**src/hw/rtl/tlmrp_pkg.sv**
```systemverilog
// ----------------------------------------------------------------------------
// tlmrp_pkg
// Types and constants for the telemetry report parser.
// ----------------------------------------------------------------------------
package tlmrp_pkg;

	localparam int ANALOG_COUNT_DEF  = 5;
	localparam int DIGITAL_COUNT_DEF = 8;
	localparam int COMMENT_LIMIT_DEF = 64;
	localparam int COMMENT_BASE      = 33;

	localparam logic [7:0] CH_T     = 8'h54;
	localparam logic [7:0] CH_HASH  = 8'h23;
	localparam logic [7:0] CH_M     = 8'h4d;
	localparam logic [7:0] CH_I     = 8'h49;
	localparam logic [7:0] CH_C     = 8'h43;
	localparam logic [7:0] CH_COMMA = 8'h2c;
	localparam logic [7:0] CH_ZERO  = 8'h30;
	localparam logic [7:0] CH_ONE   = 8'h31;
	localparam logic [7:0] CH_NINE  = 8'h39;

	typedef enum logic [2:0] {
		KIND_SEQ     = 3'd0,
		KIND_ANALOG  = 3'd1,
		KIND_DIGITAL = 3'd2,
		KIND_COMMENT = 3'd3,
		KIND_END     = 3'd4
	} kind_t;

	typedef enum logic [3:0] {
		PH_TYPE      = 4'd0,
		PH_HASH      = 4'd1,
		PH_SEQ_FIRST = 4'd2,
		PH_MIC_I     = 4'd3,
		PH_MIC_C     = 4'd4,
		PH_SEQ       = 4'd5,
		PH_AFTER_MIC = 4'd6,
		PH_ANALOG    = 4'd7,
		PH_DIGITAL   = 4'd8,
		PH_COMMENT   = 4'd9
	} phase_t;

	typedef struct packed {
		kind_t       kind;
		logic [2:0]  index;
		logic [9:0]  value;
		logic        err;
		logic        end_mark;
	} entry_t;

endpackage

```
**src/hw/rtl/telemetry_report_parser.sv**
```systemverilog
// ----------------------------------------------------------------------------
// telemetry_report_parser
// Byte-stream decoder for telemetry reports, at most one field result and one end result per byte.
// ----------------------------------------------------------------------------
// a result is written into the queue at the clock edge that accepts the byte that causes it
// one byte per cycle while msg_stall is low; the parse step is a single state update
// a byte makes up to two results, drained one per cycle while rpt_stall is low from a 4-entry queue
// msg_stall rises only while the queue holds more than two results
// reset (arst_n low) returns the parser to the type letter and empties the queue
module telemetry_report_parser
	import tlmrp_pkg::*;
#(
	parameter int ANALOG_COUNT  = ANALOG_COUNT_DEF,
	parameter int DIGITAL_COUNT = DIGITAL_COUNT_DEF,
	parameter int COMMENT_LIMIT = COMMENT_LIMIT_DEF
) (
	input  logic       clk,
	input  logic       arst_n,
	input  logic       msg_valid,
	output logic       msg_stall,
	input  logic [7:0] message_byte,
	input  logic       final_byte,
	output logic       rpt_valid,
	input  logic       rpt_stall,
	output logic [2:0] field_kind,
	output logic [2:0] field_index,
	output logic [9:0] field_value,
	output logic       parse_error,
	output logic       end_mark
);

	localparam int          QDEPTH    = 4;
	localparam logic [8:0]  KEEP_LIM  = 9'(COMMENT_BASE + COMMENT_LIMIT);
	localparam logic [3:0]  ANA_LAST  = 4'(ANALOG_COUNT);
	localparam logic [3:0]  DIG_LAST  = 4'(DIGITAL_COUNT);

	phase_t      phase_q, phase_d;
	logic [7:0]  pos_q, pos_d;
	logic [9:0]  acc_q, acc_d;
	logic [1:0]  dcnt_q, dcnt_d;
	logic [2:0]  ana_q, ana_d;
	logic [7:0]  bits_q, bits_d;
	logic [3:0]  bcnt_q, bcnt_d;
	logic        err_q, err_d;

	entry_t      queue_q [QDEPTH];
	logic [1:0]  head_q, tail_q;
	logic [2:0]  count_q;

	logic        msg_acc, rpt_acc;
	logic        emit;
	entry_t      fld, slot0, slot1;
	logic [1:0]  push_n;
	logic [9:0]  dig;
	logic        is_dig;
	logic        bad;
	logic [3:0]  bcnt_inc;
	logic [7:0]  bits_new;

	assign msg_stall = (count_q > 3'd2);
	assign msg_acc   = msg_valid && !msg_stall;
	assign rpt_valid = (count_q != 3'd0);
	assign rpt_acc   = rpt_valid && !rpt_stall;

	assign dig      = {6'd0, message_byte[3:0]};
	assign is_dig   = message_byte inside {[CH_ZERO:CH_NINE]};
	assign bcnt_inc = bcnt_q + 4'd1;
	assign bits_new = (message_byte == CH_ONE && !bcnt_q[3]) ?
		(bits_q | (8'd1 << bcnt_q[2:0])) : bits_q;

	// per-byte parse step
	always_comb begin
		phase_d = phase_q;
		pos_d   = (pos_q != 8'hff) ? pos_q + 8'd1 : pos_q;
		acc_d   = acc_q;
		dcnt_d  = dcnt_q;
		ana_d   = ana_q;
		bits_d  = bits_q;
		bcnt_d  = bcnt_q;
		emit    = 1'b0;
		bad     = 1'b0;
		fld     = '{kind: KIND_SEQ, index: 3'd0, value: 10'd0, err: 1'b0, end_mark: 1'b0};
		if (!err_q) begin
			case (phase_q)
				PH_TYPE: begin
					if (message_byte == CH_T) phase_d = PH_HASH;
					else bad = 1'b1;
				end
				PH_HASH: begin
					if (message_byte == CH_HASH) phase_d = PH_SEQ_FIRST;
					else bad = 1'b1;
				end
				PH_SEQ_FIRST: begin
					if (message_byte == CH_M) begin
						phase_d = PH_MIC_I;
					end else if (is_dig) begin
						acc_d   = dig;
						dcnt_d  = 2'd1;
						phase_d = PH_SEQ;
					end else begin
						bad = 1'b1;
					end
				end
				PH_MIC_I: begin
					if (message_byte == CH_I) phase_d = PH_MIC_C;
					else bad = 1'b1;
				end
				PH_MIC_C: begin
					if (message_byte == CH_C) begin
						phase_d = PH_AFTER_MIC;
						emit    = 1'b1;
					end else begin
						bad = 1'b1;
					end
				end
				PH_SEQ, PH_ANALOG: begin
					if (dcnt_q != 2'd3) begin
						if (is_dig) begin
							acc_d  = (acc_q << 3) + (acc_q << 1) + dig;
							dcnt_d = dcnt_q + 2'd1;
						end else begin
							bad = 1'b1;
						end
					end else if (message_byte == CH_COMMA) begin
						acc_d     = 10'd0;
						dcnt_d    = 2'd0;
						emit      = 1'b1;
						fld.value = acc_q;
						if (phase_q == PH_SEQ) begin
							phase_d = PH_ANALOG;
						end else begin
							fld.kind  = KIND_ANALOG;
							fld.index = ana_q;
							if ({1'b0, ana_q} + 4'd1 >= ANA_LAST) begin
								ana_d   = 3'd0;
								phase_d = PH_DIGITAL;
							end else begin
								ana_d = ana_q + 3'd1;
							end
						end
					end else begin
						bad = 1'b1;
					end
				end
				PH_AFTER_MIC: begin
					if (message_byte == CH_COMMA) begin
						phase_d = PH_ANALOG;
					end else if (is_dig) begin
						acc_d   = dig;
						dcnt_d  = 2'd1;
						phase_d = PH_ANALOG;
					end else begin
						bad = 1'b1;
					end
				end
				PH_DIGITAL: begin
					if (message_byte == CH_ZERO || message_byte == CH_ONE) begin
						bits_d = bits_new;
						bcnt_d = bcnt_inc;
						if (bcnt_inc >= DIG_LAST) begin
							phase_d   = PH_COMMENT;
							emit      = 1'b1;
							fld.kind  = KIND_DIGITAL;
							fld.value = {2'd0, bits_new};
						end
					end else begin
						bad = 1'b1;
					end
				end
				PH_COMMENT: begin
					if ({1'b0, pos_q} < KEEP_LIM) begin
						emit      = 1'b1;
						fld.kind  = KIND_COMMENT;
						fld.value = {2'd0, message_byte};
					end
				end
				default: bad = 1'b1;
			endcase
		end
		err_d = err_q | bad;
	end

	// arrange the results of this request into queue slots
	always_comb begin
		entry_t fin;
		fin = '{kind: KIND_END, index: 3'd0, value: 10'd0,
			err: (err_d || phase_d != PH_COMMENT), end_mark: 1'b1};
		slot0  = emit ? fld : fin;
		slot1  = fin;
		push_n = {1'b0, emit} + {1'b0, final_byte};
	end

	always_ff @(posedge clk or negedge arst_n) begin
		if (!arst_n) begin
			phase_q <= PH_TYPE;
			pos_q   <= 8'd0;
			acc_q   <= 10'd0;
			dcnt_q  <= 2'd0;
			ana_q   <= 3'd0;
			bits_q  <= 8'd0;
			bcnt_q  <= 4'd0;
			err_q   <= 1'b0;
		end else if (msg_acc) begin
			if (final_byte) begin
				phase_q <= PH_TYPE;
				pos_q   <= 8'd0;
				acc_q   <= 10'd0;
				dcnt_q  <= 2'd0;
				ana_q   <= 3'd0;
				bits_q  <= 8'd0;
				bcnt_q  <= 4'd0;
				err_q   <= 1'b0;
			end else begin
				phase_q <= phase_d;
				pos_q   <= pos_d;
				acc_q   <= acc_d;
				dcnt_q  <= dcnt_d;
				ana_q   <= ana_d;
				bits_q  <= bits_d;
				bcnt_q  <= bcnt_d;
				err_q   <= err_d;
			end
		end
	end

	// result queue pointers
	always_ff @(posedge clk or negedge arst_n) begin
		if (!arst_n) begin
			head_q  <= 2'd0;
			tail_q  <= 2'd0;
			count_q <= 3'd0;
		end else begin
			if (rpt_acc) head_q <= head_q + 2'd1;
			if (msg_acc) tail_q <= tail_q + push_n;
			count_q <= count_q + (msg_acc ? {1'b0, push_n} : 3'd0) - {2'd0, rpt_acc};
		end
	end

	always_ff @(posedge clk) begin
		if (msg_acc && push_n != 2'd0) queue_q[tail_q] <= slot0;
		if (msg_acc && push_n == 2'd2) queue_q[tail_q + 2'd1] <= slot1;
	end

	assign field_kind  = queue_q[head_q].kind;
	assign field_index = queue_q[head_q].index;
	assign field_value = queue_q[head_q].value;
	assign parse_error = queue_q[head_q].err;
	assign end_mark    = queue_q[head_q].end_mark;

	a_count_bound: assert property (@(posedge clk) disable iff (!arst_n)
		count_q <= 3'(QDEPTH))
		else $error("result queue overfilled");

	a_end_queued: assert property (@(posedge clk) disable iff (!arst_n)
		msg_acc && final_byte |=> rpt_valid)
		else $error("message end result missing");

	a_err_freeze: assert property (@(posedge clk) disable iff (!arst_n)
		err_q && !(msg_acc && final_byte) |=> $stable(phase_q) && err_q)
		else $error("parser moved after an error");

	a_end_kind: assert property (@(posedge clk) disable iff (!arst_n)
		rpt_valid && end_mark |-> field_kind == KIND_END)
		else $error("end mark on a field result");

	a_err_only_end: assert property (@(posedge clk) disable iff (!arst_n)
		rpt_valid && parse_error |-> end_mark)
		else $error("error flag on a field result");

endmodule
```
**config.mk**
```make
export PLATFORM = sky130hd
export DESIGN_NAME = telemetry_report_parser
export DESIGN_NICKNAME = d
export VERILOG_FILES = /design/src/hw/rtl/tlmrp_pkg.sv /design/src/hw/rtl/telemetry_report_parser.sv
export SDC_FILE = /design/constraint.sdc
export NUM_CORES = 1
export LEC_CHECK = 0
export ABC_AREA = 1
export BUFFER_PORTS_ARGS = -buffer_cell sky130_fd_sc_hd__buf_2
export CELL_PAD_IN_SITES_DETAIL_PLACEMENT = 1
export CELL_PAD_IN_SITES_GLOBAL_PLACEMENT = 1
export CORE_UTILIZATION = 43
export CTS_BUF_LIST = sky130_fd_sc_hd__clkbuf_8
export DETAILED_ROUTE_END_ITERATION = 12
export GPL_ROUTABILITY_DRIVEN = 0
export PLACE_DENSITY_LB_ADDON = 0.08
export SYNTH_ARGS = -nofsm -noshare
export SYNTH_HDL_FRONTEND = slang
export SYNTH_SLANG_ARGS = --single-unit
```
**constraint.sdc**
```tcl
create_clock -name clk -period 2.85 [get_ports clk]
set_clock_uncertainty 0.2 [all_clocks]
set_input_delay 0.285 -clock clk [delete_from_list [all_inputs] [get_ports clk]]
set_output_delay 0.285 -clock clk [all_outputs]
set_load 0.01 [all_outputs]
```
## Word level (Yosys, flattened, before mapping)

Memories as Yosys holds them, arrays and structs flattened.
Cells that the tools add are included.

- Eq/ne operators: 28
- Bitwise logic cells: 2
- $lt $le $gt $ge: 6
- Add/subtract/negate cells: 13
- Shift-type cells: 1
- Mux-type cells: 93
- Reduce and logical (&&, ||, !) cells: 25

Operators by type and width:

| cell | number |
|---|---|
| 4-bit 2-to-1 mux | 21 |
| 10-bit 2-to-1 mux | 8 |
| 8-bit 2-to-1 mux | 10 |
| 10-bit one-hot mux with 3 select lines | 2 |
| 8-bit by 6-bit == test with 1-bit output, second input constant | 4 |
| 8-bit by 7-bit == test with 1-bit output, second input constant | 4 |
| 4-bit one-hot mux with 8 select lines | 1 |
| 14-bit 2-to-1 mux | 2 |
| 3-bit 2-to-1 mux | 9 |
| 1-bit 2-to-1 mux | 23 |
| 2-bit 2-to-1 mux | 11 |
| 18-bit 2-to-1 mux | 1 |
| 4-bit by 3-bit == test with 1-bit output, second input constant | 4 |
| 16-bit 2-to-1 mux | 1 |
| 4-bit inequality test, second input constant | 3 |
| 2-bit nonzero test | 6 |
| 10-bit adder | 1 |
| 10-bit by 4-bit adder with 10-bit output | 1 |
| 1-bit one-hot mux with 9 select lines | 1 |
| 3-bit one-hot mux with 3 select lines | 1 |
| 8-bit by 1-bit adder with 8-bit output, second input constant | 1 |
| 4-bit by 2-bit == test with 1-bit output, second input constant | 2 |
| 4-bit == test, second input constant | 2 |
| 8-bit by 6-bit >= comparator with 1-bit output, second input constant | 1 |
| other kinds (34) | 48 |

- Word-level logic and storage cells: 180
- Output and inout bits: 20
- Bits in registers: 47
- RAM bits: 72
- Memories: 1
- Input bits: 13

Memories:

| name | depth | width | read ports | clocked after Yosys merged registers in | write ports | RTL line | RTL |
|---|---|---|---|---|---|---|---|
| queue_q | 4 | 18 | 1 | 0 | 2 | telemetry_report_parser.sv:46 | `entry_t queue_q [QDEPTH];` |

## Longest topological paths before layout

Gate-level depths: netlist (run 1).

- Depth after elaboration: 11
- Mapped depth: 17
- Mapped depth without buffers: 16

## Worst setup path before layout (run 1)

OpenSTA, ideal clock, no wires.

- Path type: register to register
- Start: register phase_q[1]
- End: register count_q[2]
- Cell stages (with the launch flop): 17
- Library setup time: 0.123 ns
- Path buffers: 1
- Arrival: 2.524 ns
- Clock period less this slack: 2.847 ns
- Required time: 2.527 ns
- Path slack: 0.003 ns
- Cells stage by stage: dfrtp_1 -> buf_6 -> inv_4 -> nand3_2 -> nor3_2 -> nand2_2 -> nand4_1 -> nand2_1 -> inv_2 -> ha_1 -> inv_1 -> nor2_1 -> inv_1 -> ha_1 -> inv_1 -> fa_1 -> xnor2_1

- Word-level cells in the longest chain between the ends: 8
- Elaborated cells on any way between the ends: 12
- Those cells by class: 3 x add/sub; 5 x eq/ne; 3 x mux; 1 x reduce/logical

Ends and longest elaborated chain:

| element | RTL line | RTL |
|---|---|---|
| start: declaration | telemetry_report_parser.sv:37 | `phase_t phase_q, phase_d;` |
| start signal: assignment | telemetry_report_parser.sv:214 | `phase_q <= phase_d;` |
| 4-bit by 3-bit == test with 1-bit output | telemetry_report_parser.sv:84 | `case (phase_q)` |
| 2-bit OR reduction | telemetry_report_parser.sv:84 |  |
| 1-bit one-hot mux with 4 select lines * | telemetry_report_parser.sv:84 |  |
| 1-bit 2-to-1 mux * | telemetry_report_parser.sv:83 | `if (!err_q) begin` |
| 1-bit by 1-bit adder with 2-bit output * | telemetry_report_parser.sv:190 | `push_n = {1'b0, emit} + {1'b0, final_byte};` |
| 2-bit 2-to-1 mux * | telemetry_report_parser.sv:235 | `count_q <= count_q + (msg_acc ? {1'b0, push_n} : 3'd0) - {2'd0, rpt_acc};` |
| 3-bit by 2-bit adder with 3-bit output * | telemetry_report_parser.sv:235 |  |
| 3-bit by 1-bit subtractor with 3-bit output * | telemetry_report_parser.sv:235 |  |
| end signal: assignment | telemetry_report_parser.sv:235 |  |
| end: declaration | telemetry_report_parser.sv:48 | `logic [2:0] count_q;` |

Mark *: on every way between the ends. The rest lies on a longest branch, timed or not.
A chain may end at the register's enable or synchronous reset.

## Final worst setup path (run 1)

- Start: register phase_q[2]
- End: register count_q[1]

The elaborated chain is that of the path after synthesis.

==> flow_summary.ini, run 1 <==
[outcome]
status = complete, no violations

[synth]
syn_inst = 850
synth_edf_count = 4
yosysWarningCount = 0
ys_seq_area_share_pct = 40.2
synthFlopType = dfxtp_1
avgSynthCellArea_um2 = 7.54
ys_seq_elements = 115
synth.net_count = 898
async_reset_ff_share_pct = 40.9
synth_cell_types = 45
netlist_area_um2 = 6410

[worst_setup_path]
regToRegSetupSlack_ps = 90
worstPathCellList = inv_2 > nand3_4 > nor3_4 > nand2_2 > nand4_1 > nand2_2 > ha_4 > nand2_1 > ha_1 > inv_1 > ha_2 > fa_2
arrival_ps = 2880
r2r_start = phase_q[2]
start_kind = register
cp_slowest_cell = fa_2
crit_path_frequent_cell = nand2_2
cp.required_ps = 2970
endpoint_kind = register
crit_type = register to register
rr_endpoint = count_q[1]
rr_worst_depth = 12
cp_max_fo = 3
slowest_delay_ps = 420

[global_routing]
grt_pass1_vias = 6365
grt.total_usage_pct = 27.3
antenna_found_initial = 0
grt-ovfl-total = 0
grt_pass1_wl_um = 31900
grt_max_degree = 48

[sta]
timing.hold.ws_ps = 120
tightest_slew_ps = 660
finalCriticalPeriod_ps = 2760
finalHoldViolCount = 0
setup_viol = 0
setup_tns_ps = 0
fmax_ghz = 0.362
fin_crit_sh_pct = 97.0
drv_slew = 0
slew_headroom_pct = 56.0

[route]
antenna_left = 0
totalWireLength_um = 19600
via_per_inst = 5.42
wl_per_cell_um = 17.4
drt_iter0_markers = 273
drcViolationCount = 0
vias = 6082
dr.pass1.iters = 4

[finish]
area_delta_synth_final_pct = 16.1
diodes = 0
mostFrequentLayoutCells = 217 x nand2_1, 93 x o21ai_0, 76 x nor2_1
nets = 974
final_common_cell = nand2_1
layout-drive-gt1-share_pct = 18.2

[hold_path]
hp-start = message_byte[1]
min_to = acc_q[1]
holdPathStages = 3
hp-class = input port to register

[placement]
hpwl_um = 14200
io_buffers = 32

[floorplan]
die_x_um = 124
die_y_um = 124
core_area_um2 = 14500
initial_utilization_pct = 44.1
dieArea_um2 = 15400
rows = 44
io_pins = 33

[pwr]
leakage_nw = 3.36
power_density_nw_per_um2 = 791
peakVddDrop_mv = 0.313

[clocking]
numCtsBuffers = 17
cts.sinks = 115
cts-root-buf = clkbuf_8
cts_tree = built
clk_latency_ps = 450
clock_path_buffers = 2
clkSlewWorstSetupHoldPaths_ps = 70
htree_levels = 4

[flow_run]
drv_cap = 0
## how the worst max path moves through the flow
stage | endpoint | from | cells past startpoint | slack (ps)
after global placement | count_q[2] | message_byte[7] | 14 | 40
after floorplan | count_q[2] | phase_q[1] | 16 | 3
after detailed placement | count_q[2] | message_byte[7] | 14 | -80
after CTS | count_q[2] | pos_q[1] | 14 | 0.2
after global routing | count_q[2] | phase_q[2] | 15 | -20
final | count_q[1] | phase_q[2] | 12 | 90
## critical path: cells and delay by family (launching register included)
family        cells  cell delay [ps]
flops             1              400
fa+ha+maj         4             1160
simple gates      6              690
buf+inv           2              180
## logic make-up after synthesis
kind of cell    after synthesis  share of synthesized area [%]
simple gates                378                           25.4
xor+xnor                     15                           2.05
flops                       115                           40.2
fa+ha+maj                    35                           7.18
buf+inv                     109                           7.46
compound gates              198                           17.7
## through the flow
step	setup WS [ps]	utilization (%)	total power [mW]	area, um^2	std cells
5_1_grt	-23.3	51.2	6.35	7440	1123
6_report	86.9	51.2	5.89	7440	1123
4_1_cts	0.227	50.5	5.85	7350	1117
3_5_place_dp	-76.9	47.7	4.45	6940	1081
2_1_floorplan	2.99	-	3.63	6410	850
3_3_place_gp	37.4	47.7	4.35	6940	1081
## sequential cells by signal, summed over array words and instances (netlist names)
signal   count
acc_q       10
head_q       2
phase_q      4
tail_q       2
bits_q       8
bcnt_q       4
count_q      3
err_q        1
pos_q        8
ana_q        3
dcnt_q       2
queue_q     68
## report_power, final
group / total (mW) / internal (mW) / switching [mW] / leakage (nW)
combinational: 2.45 / 0.874 / 1.58 / 1.97
sequential: 2.06 / 1.85 / 0.210 / 1.19
clock: 1.38 / 0.706 / 0.672 / 0.202
## cell type report
type,count,area (um^2)
clock buffer,22,303
clock inverter,10,55.1
fill,1865,7090
inverter,85,327
multi-input combinational,626,3410
sequential,115,2580
tap,184,230
timing repair buffer,81,538
## what timing repair did
action	in CTS	in global routing
setup endpoints to repair	1	23
pin swaps	0	6
hold buffers	4	0
setup buffers	0	6
gates resized for setup	3	14
hold endpoints to repair	51	0
## synthesized netlist by cell type, drive strengths merged, types with 5 or more instances
cell type,instances,share of area (%)
nand3,44,3.9
clkbuf,13,0.76
o22ai,27,2.6
nand4,10,0.98
o21bai,5,0.59
inv,82,4.9
xor2,11,1.5
buf,11,1.6
dfrtp,47,18
nor2,92,6.2
dfxtp,64,20
nand2,226,14
a21oi,26,2.4
ha,32,6.2
o21ai,125,9.9
## layer usage
metal,wire length [um],part of all wire [%],global-route usage [%]
met1,8850,45,33.0
met2,9780,50,47.8
met3,560,2.9,5.22
met4,366,1.9,9.67
met5,0,0,0
Power figures use the tool's default switching activity.
==> run 2: changes to the inputs <==
Settings changed: PLACE_DENSITY_LB_ADDON 0.08 to 0.2.
==> run 2 against run 1 <==
  * Sequential share of layout area decreased by 0.44 points
  * Hold slack lost 5.9 ps
  * Highest routed layer unchanged
  * Non-clock buffer count is 1 lower
  * Critical endpoint unchanged
  * First-iteration DRC count up 35%
  * Sequential power hardly changed
  * Combinational power barely moved
  * Count of clock-buffer cells in the layout shrank 5
  * Register-to-register slack improved by 40 ps
  * Critical path type is now input port to register
  * Setup slack improved by 20 ps
  * Largest power group unchanged
  * Global-route usage increased by 0.098 points
  * Critical path depth rose by 2
==> flow_summary.ini, run 2 (same netlist as run 1, synthesis figures left out) <==
[outcome]
status = complete, no violations

[route]
vias = 6162
via_per_inst = 5.49
totalWireLength_um = 19900
wl_per_cell_um = 17.7
drcViolationCount = 0
dr.pass1.iters = 4
antenna_left = 0
drt_iter0_markers = 368

[finish]
final_util_pct = 51.9
max_flop_register = queue_q
reg.largest.list = queue_q x68, acc_q x10
design_area_um2 = 7540
area_delta_synth_final_pct = 17.6
final_common_cell = nand2_1
largest_reg_flops = 68
layout-drive-gt1-share_pct = 18.3
nets = 973
mostFrequentLayoutCells = 217 x nand2_1, 93 x o21ai_0, 76 x nor2_1
diodes = 0
fill_cells = 1845

[pwr]
power_density_nw_per_um2 = 836
p_sw_mw = 2.55
power.total_mw = 6.30
peakVddDrop_mv = 0.362
combPwrFrac_pct = 39.1
swShare_pct = 40.4
internal_power_mw = 3.75
leakage_nw = 3.38
clock_power_share_pct = 28.4
p_seq_share_pct = 32.6

[clocking]
cts.sinks = 115
clkSlewWorstSetupHoldPaths_ps = 80
clock_path_buffers = 2
htree_levels = 4
clk_latency_ps = 450
cts_tree = built
numCtsBuffers = 17
cts-root-buf = clkbuf_8

[worst_setup_path]
cp_max_fo = 5
start_kind = input port
regToRegSetupSlack_ps = 130
rr_worst_depth = 12
endpoint_kind = register
r2r_start = phase_q[3]
rr_endpoint = count_q[1]
arrival_ps = 2930
crit_type = input port to register
cp.required_ps = 3040

[global_routing]
grt.total_usage_pct = 27.4
grt_max_degree = 37
grt-ovfl-total = 0
grt_pass1_wl_um = 31700
antenna_found_initial = 0
grt_pass1_vias = 6297

[sta]
drv_slew = 0
tightest_slew_ps = 621
slew_headroom_pct = 58.6
setup_tns_ps = 0
finalCriticalPeriod_ps = 2740
setup_viol = 0
fin_crit_sh_pct = 96.2
finalHoldViolCount = 0
fmax_ghz = 0.365
layout_setup_ws_ps = 107

[placement]
io_buffers = 32
place_area_um2 = 6970
pre_cts_ws_ps = -110
hpwl_um = 14500

[floorplan]
core_area_um2 = 14500
initial_utilization_pct = 44.1
dieArea_um2 = 15400
io_pins = 33
die_y_um = 124
rows = 44
die_x_um = 124

[flow_run]
drv_cap = 0

[hold_path]
hp-class = input port to asynchronous set/reset pin
run 2: changes by cell type in the layout (fill, tap and decap cells not counted), sizes merged:
cell      previous run  this run
buf                 77        76
inv                 87        85
bufinv               0         5
clkbuf              22        17
clkinvlp             0         2
run 2: final cells by class:
type	instances	area (um^2)	share of cell area [%]
inverters	85	327	4.33
multi-input cells	626	3410	45.2
well taps	184	230	3.05
clock inverters	15	228	3.02
clock buffers	17	234	3.10
repair buffers	80	531	7.04
flip-flops and latches	115	2580	34.2
run 2: repair_timing:
action                                 CTS  global route
setup buffers                            0             1
resized for setup                        1            15
pin swaps                                0             4
setup endpoints to repair                1            51
endpoints found under the hold margin   21             0
hold buffers                             4             0
run 2: power groups by stage:
stage | registers [mW] | clock network (mW) | logic [mW]
after global routing | 2.08 | 1.89 | 2.75
after global placement | 2.06 | 0 | 2.31
final | 2.05 | 1.79 | 2.46
after CTS | 2.04 | 1.82 | 2.45
after detailed placement | 2.07 | 0 | 2.42
after floorplan | 2.03 | 0 | 1.60
run 2: how the worst max path moves through the flow:
stage | end | slack [ps] | from
global placement | count_q[2] | -3 | message_byte[7]
CTS | count_q[2] | 9 | pos_q[1]
detailed placement | count_q[2] | -110 | message_byte[7]
global route | count_q[2] | -0.6 | phase_q[3]
finish | count_q[1] | 110 | message_byte[0]
floorplan | count_q[2] | 3 | phase_q[1]
run 2: per-stage QoR:
| stage | hold WS (ps) | instances |
|---|---|---|
| 3_3_place_gp | 32.3 | 1085 |
| 4_1_cts | 82.7 | 1121 |
| 6_report | 114 | 1122 |
| 2_1_floorplan | -211 | 850 |
| 5_1_grt | 133 | 1122 |
| 3_5_place_dp | 45.2 | 1085 |
run 2: metal layers:
metal  global-route usage (%)  wire (um)
met1                     33.7       9120
met4                     7.66        150
met5                        0          0
met2                     48.5      10000
met3                     4.76        566
run 2: critical path, stage by stage:
cell           delay [ps]
dlygate4sd3_1         530
buf_2                 150
nor2_1                130
nand2_2                90
nor2_4                130
nand2_4                60
nand4_1               130
nand2_2               100
ha_4                  280
nand2_1                60
ha_1                  270
inv_1                  40
ha_1                  180
fa_2                  520
==> run 3: changes to the inputs <==
Settings changed: ABC_AREA 1 to unset, CORE_UTILIZATION 43 to 45, HOLD_SLACK_MARGIN set to 0.06.
==> run 3 against run 2 <==
  * The run now ends with setup timing left
  * Synthesized area down 1.5%
  * Clock power fell by 15%
  * Largest cell class unchanged
  * Final area increased by 12%
  * Sequential share of layout area decreased by 3.7 points
  * Register-to-register slack lost 700 ps
  * Utilization up 11 points
  * Flip-flop and latch count is the same
  * Synthesized cell count shrank 22%
  * Critical path depth did not move
  * Largest power group is now sequential cells
  * Sequential power is 7% lower
  * First-iteration DRC count up 37%
  * Count of clock-buffer cells in the layout grew 2
==> flow_summary.ini, run 3 <==
[global_routing]
antenna_found_initial = 0
grt_max_degree = 34
grt_pass1_wl_um = 35600
grt_pass1_vias = 6556
grtUsageMet2_pct = 58.8
met3_usage_pct = 5.52
globalRouteMet1Util_pct = 38.2
grt-ovfl-total = 0
grt.busiest_layer = met2
grt.total_usage_pct = 32.4

[clocking]
htree_levels = 4
cts_tree = built
cts-root-buf = clkbuf_8
cts.sinks = 115
clkSlewWorstSetupHoldPaths_ps = 90
clk_latency_ps = 460
numCtsBuffers = 17
clock_path_buffers = 2

[route]
drcViolationCount = 0
totalWireLength_um = 22800
wl_per_cell_um = 22.7
antenna_left = 0
drt_iter0_markers = 504
dr.pass1.iters = 7
via_per_inst = 6.05
vias = 6095

[pwr]
peakVddDrop_mv = 0.507
internal_power_mw = 3.35
p_seq_share_pct = 36.3
power_density_nw_per_um2 = 619
power.total_mw = 5.22
leakage_nw = 3.59
swShare_pct = 35.9
p_sw_mw = 1.87
clock_power_share_pct = 29.1
combPwrFrac_pct = 34.6

[sta]
slew_headroom_pct = 36.6
finalCriticalPeriod_ps = 3420
drv_slew = 0
setup_viol = 75
layout_setup_ws_ps = -566
grt_setup_unrepaired = true
finalHoldViolCount = 0
tightest_slew_ps = 951
setup_tns_ps = -20950
fin_crit_sh_pct = 120
fmax_ghz = 0.293

[finish]
largest_reg_flops = 68
max_flop_register = queue_q
fill_cells = 1481
nets = 866
instances_no_fill = 1007
multi_input_area_um2 = 3850
ff_latch_area_um2 = 2580
diodes = 0
design_area_um2 = 8440
mostFrequentLayoutCells = 104 x nand2_1, 104 x buf_4, 64 x dfxtp_1
reg.largest.list = queue_q x68, acc_q x10
area_delta_synth_final_pct = 33.7
layout-drive-gt1-share_pct = 33.9

[outcome]
status = finished with violations
failed_checks = setup timing

[synth]
yosysWarningCount = 0
synth_top_area_share_pct = 20.3
synth_largest_area_cell = dfxtp_1
synth.net_count = 714
synth_edf_count = 4
synthFlopType = dfxtp_1
syn_inst = 666
ys_seq_area_share_pct = 40.8
avgSynthCellArea_um2 = 9.48
netlist_area_um2 = 6310
synth_area_leaders = dfxtp_1 20%, dfrtp_1 19%, ha_1 6.3%, nand2_1 6.3%, mux4_2 6.1%
yosysMostFrequentCell = nand2_1
synth_common_cells = 106 x nand2_1, 64 x dfxtp_1, 47 x dfrtp_1
async_reset_ff_share_pct = 40.9
ys_seq_elements = 115
synth_cell_types = 77

[worst_setup_path]
rr_endpoint = count_q[2]
slowest_delay_ps = 470
crit_path_frequent_cell = ha_4
endpoint_kind = register
start_kind = register
arrival_ps = 3560
worstPathCellList = inv_2 > ha_2 > or4b_4 > a2111oi_4 > o41a_4 > inv_4 > ha_4 > nand2_4 > ha_4 > inv_2 > ha_4 > fa_2 > xnor2_2 > xnor2_1
cp.required_ps = 2990
crit_type = register to register
rr_worst_depth = 14
r2r_start = pos_q[0]
cp_max_fo = 3
regToRegSetupSlack_ps = -570
cp_slowest_cell = or4b_4

[floorplan]
die_y_um = 120
die_x_um = 120
io_pins = 33
rows = 42
initial_utilization_pct = 46.9
core_area_um2 = 13500
dieArea_um2 = 14500

[hold_path]
min_to = acc_q[0]
holdPathStages = 4
hp-class = input port to register
hp-start = message_byte[0]

[placement]
place_area_um2 = 7380
pre_cts_ws_ps = -541
io_buffers = 32
dp.cells = 926
hpwl_um = 14400

[flow_run]
drv_cap = 0
## run 3: cell count changes after synthesis, sizes merged, moves of 17 or more
cell / delta
nand2: -120
inv: -57
nor2: -51
o21ai: -44
nand3: -30
o22ai: -25
mux4: +17
## run 3: metrics by stage
| step | hold slack [ps] | utilization [%] |
|---|---|---|
| after floorplan | -211 | - |
| after global placement | 16.5 | 54.8 |
| after detailed placement | 20.9 | 54.8 |
| after CTS | 62.1 | 61.8 |
| after global routing | 82.4 | 62.7 |
| final | 78.5 | 62.7 |
## run 3: worst max-delay path by stage
stage                    start         end  slack (ps)
2_1_floorplan  message_byte[6]  count_q[2]        -660
3_3_place_gp          pos_q[0]  count_q[2]        -480
3_5_place_dp          pos_q[0]  count_q[2]        -540
4_1_cts               pos_q[1]  count_q[2]        -550
5_1_grt               pos_q[0]  count_q[2]        -690
6_report              pos_q[0]  count_q[2]        -570
## run 3: worst max-delay path: cells and delay by family, from the launching register on
kind / cells / cell delay [ps]
AOI/OAI and AO/OA: 2 / 580
DFF: 1 / 400
and+or+nand+nor: 2 / 520
buffers and inverters: 3 / 150
adders and majority gates: 5 / 1160
xor gates and xnor gates: 2 / 270
## run 3: timing repair
item / 4_1_cts / 5_1_grt
setup buffers: 32 / 14
resized for setup: 47 / 20
hold buffers: 5 / 0
pin swaps: 13 / 12
setup endpoints to repair: 74 / 79
cloned: 4 / 0
endpoints found under the hold margin: 50 / 0
## run 3: power groups by stage
| stage | sequential (mW) | clock, mW | combinational (mW) |
|---|---|---|---|
| after floorplan | 1.89 | 0 | 0.947 |
| after global placement | 1.89 | 0 | 1.37 |
| after detailed placement | 1.90 | 0 | 1.43 |
| after CTS | 1.88 | 1.51 | 1.73 |
| after global routing | 1.91 | 1.61 | 1.95 |
| final | 1.90 | 1.52 | 1.81 |
## run 3: layout make-up
class	count	share of cell area [%]
clock inverter	13	1.47
tap	176	2.61
multi-input combinational	493	45.6
clock buffer	19	3.10
timing repair buffer	165	15.5
inverter	26	1.19
sequential	115	30.5
## run 3: cell families (layout without fill, tap and decap cells)
logic type | Yosys count | after routing | share of synthesized area (%)
adders and majority gates | 35 | 35 | 7.29
xor gates and xnor gates | 18 | 18 | 2.50
DFF | 115 | 115 | 40.8
buffers and inverters | 60 | 223 | 3.88
AOI/OAI and AO/OA | 167 | 167 | 17.1
and+or+nand+nor | 252 | 254 | 22.0
muxes | 19 | 19 | 6.42
## run 3: metal layers
layer	vias to the layer above	wire [um]
met3	56	1080
met1	3100	9150
met4	0	630
met2	209	12000
li1	2730	-
met5	-	0
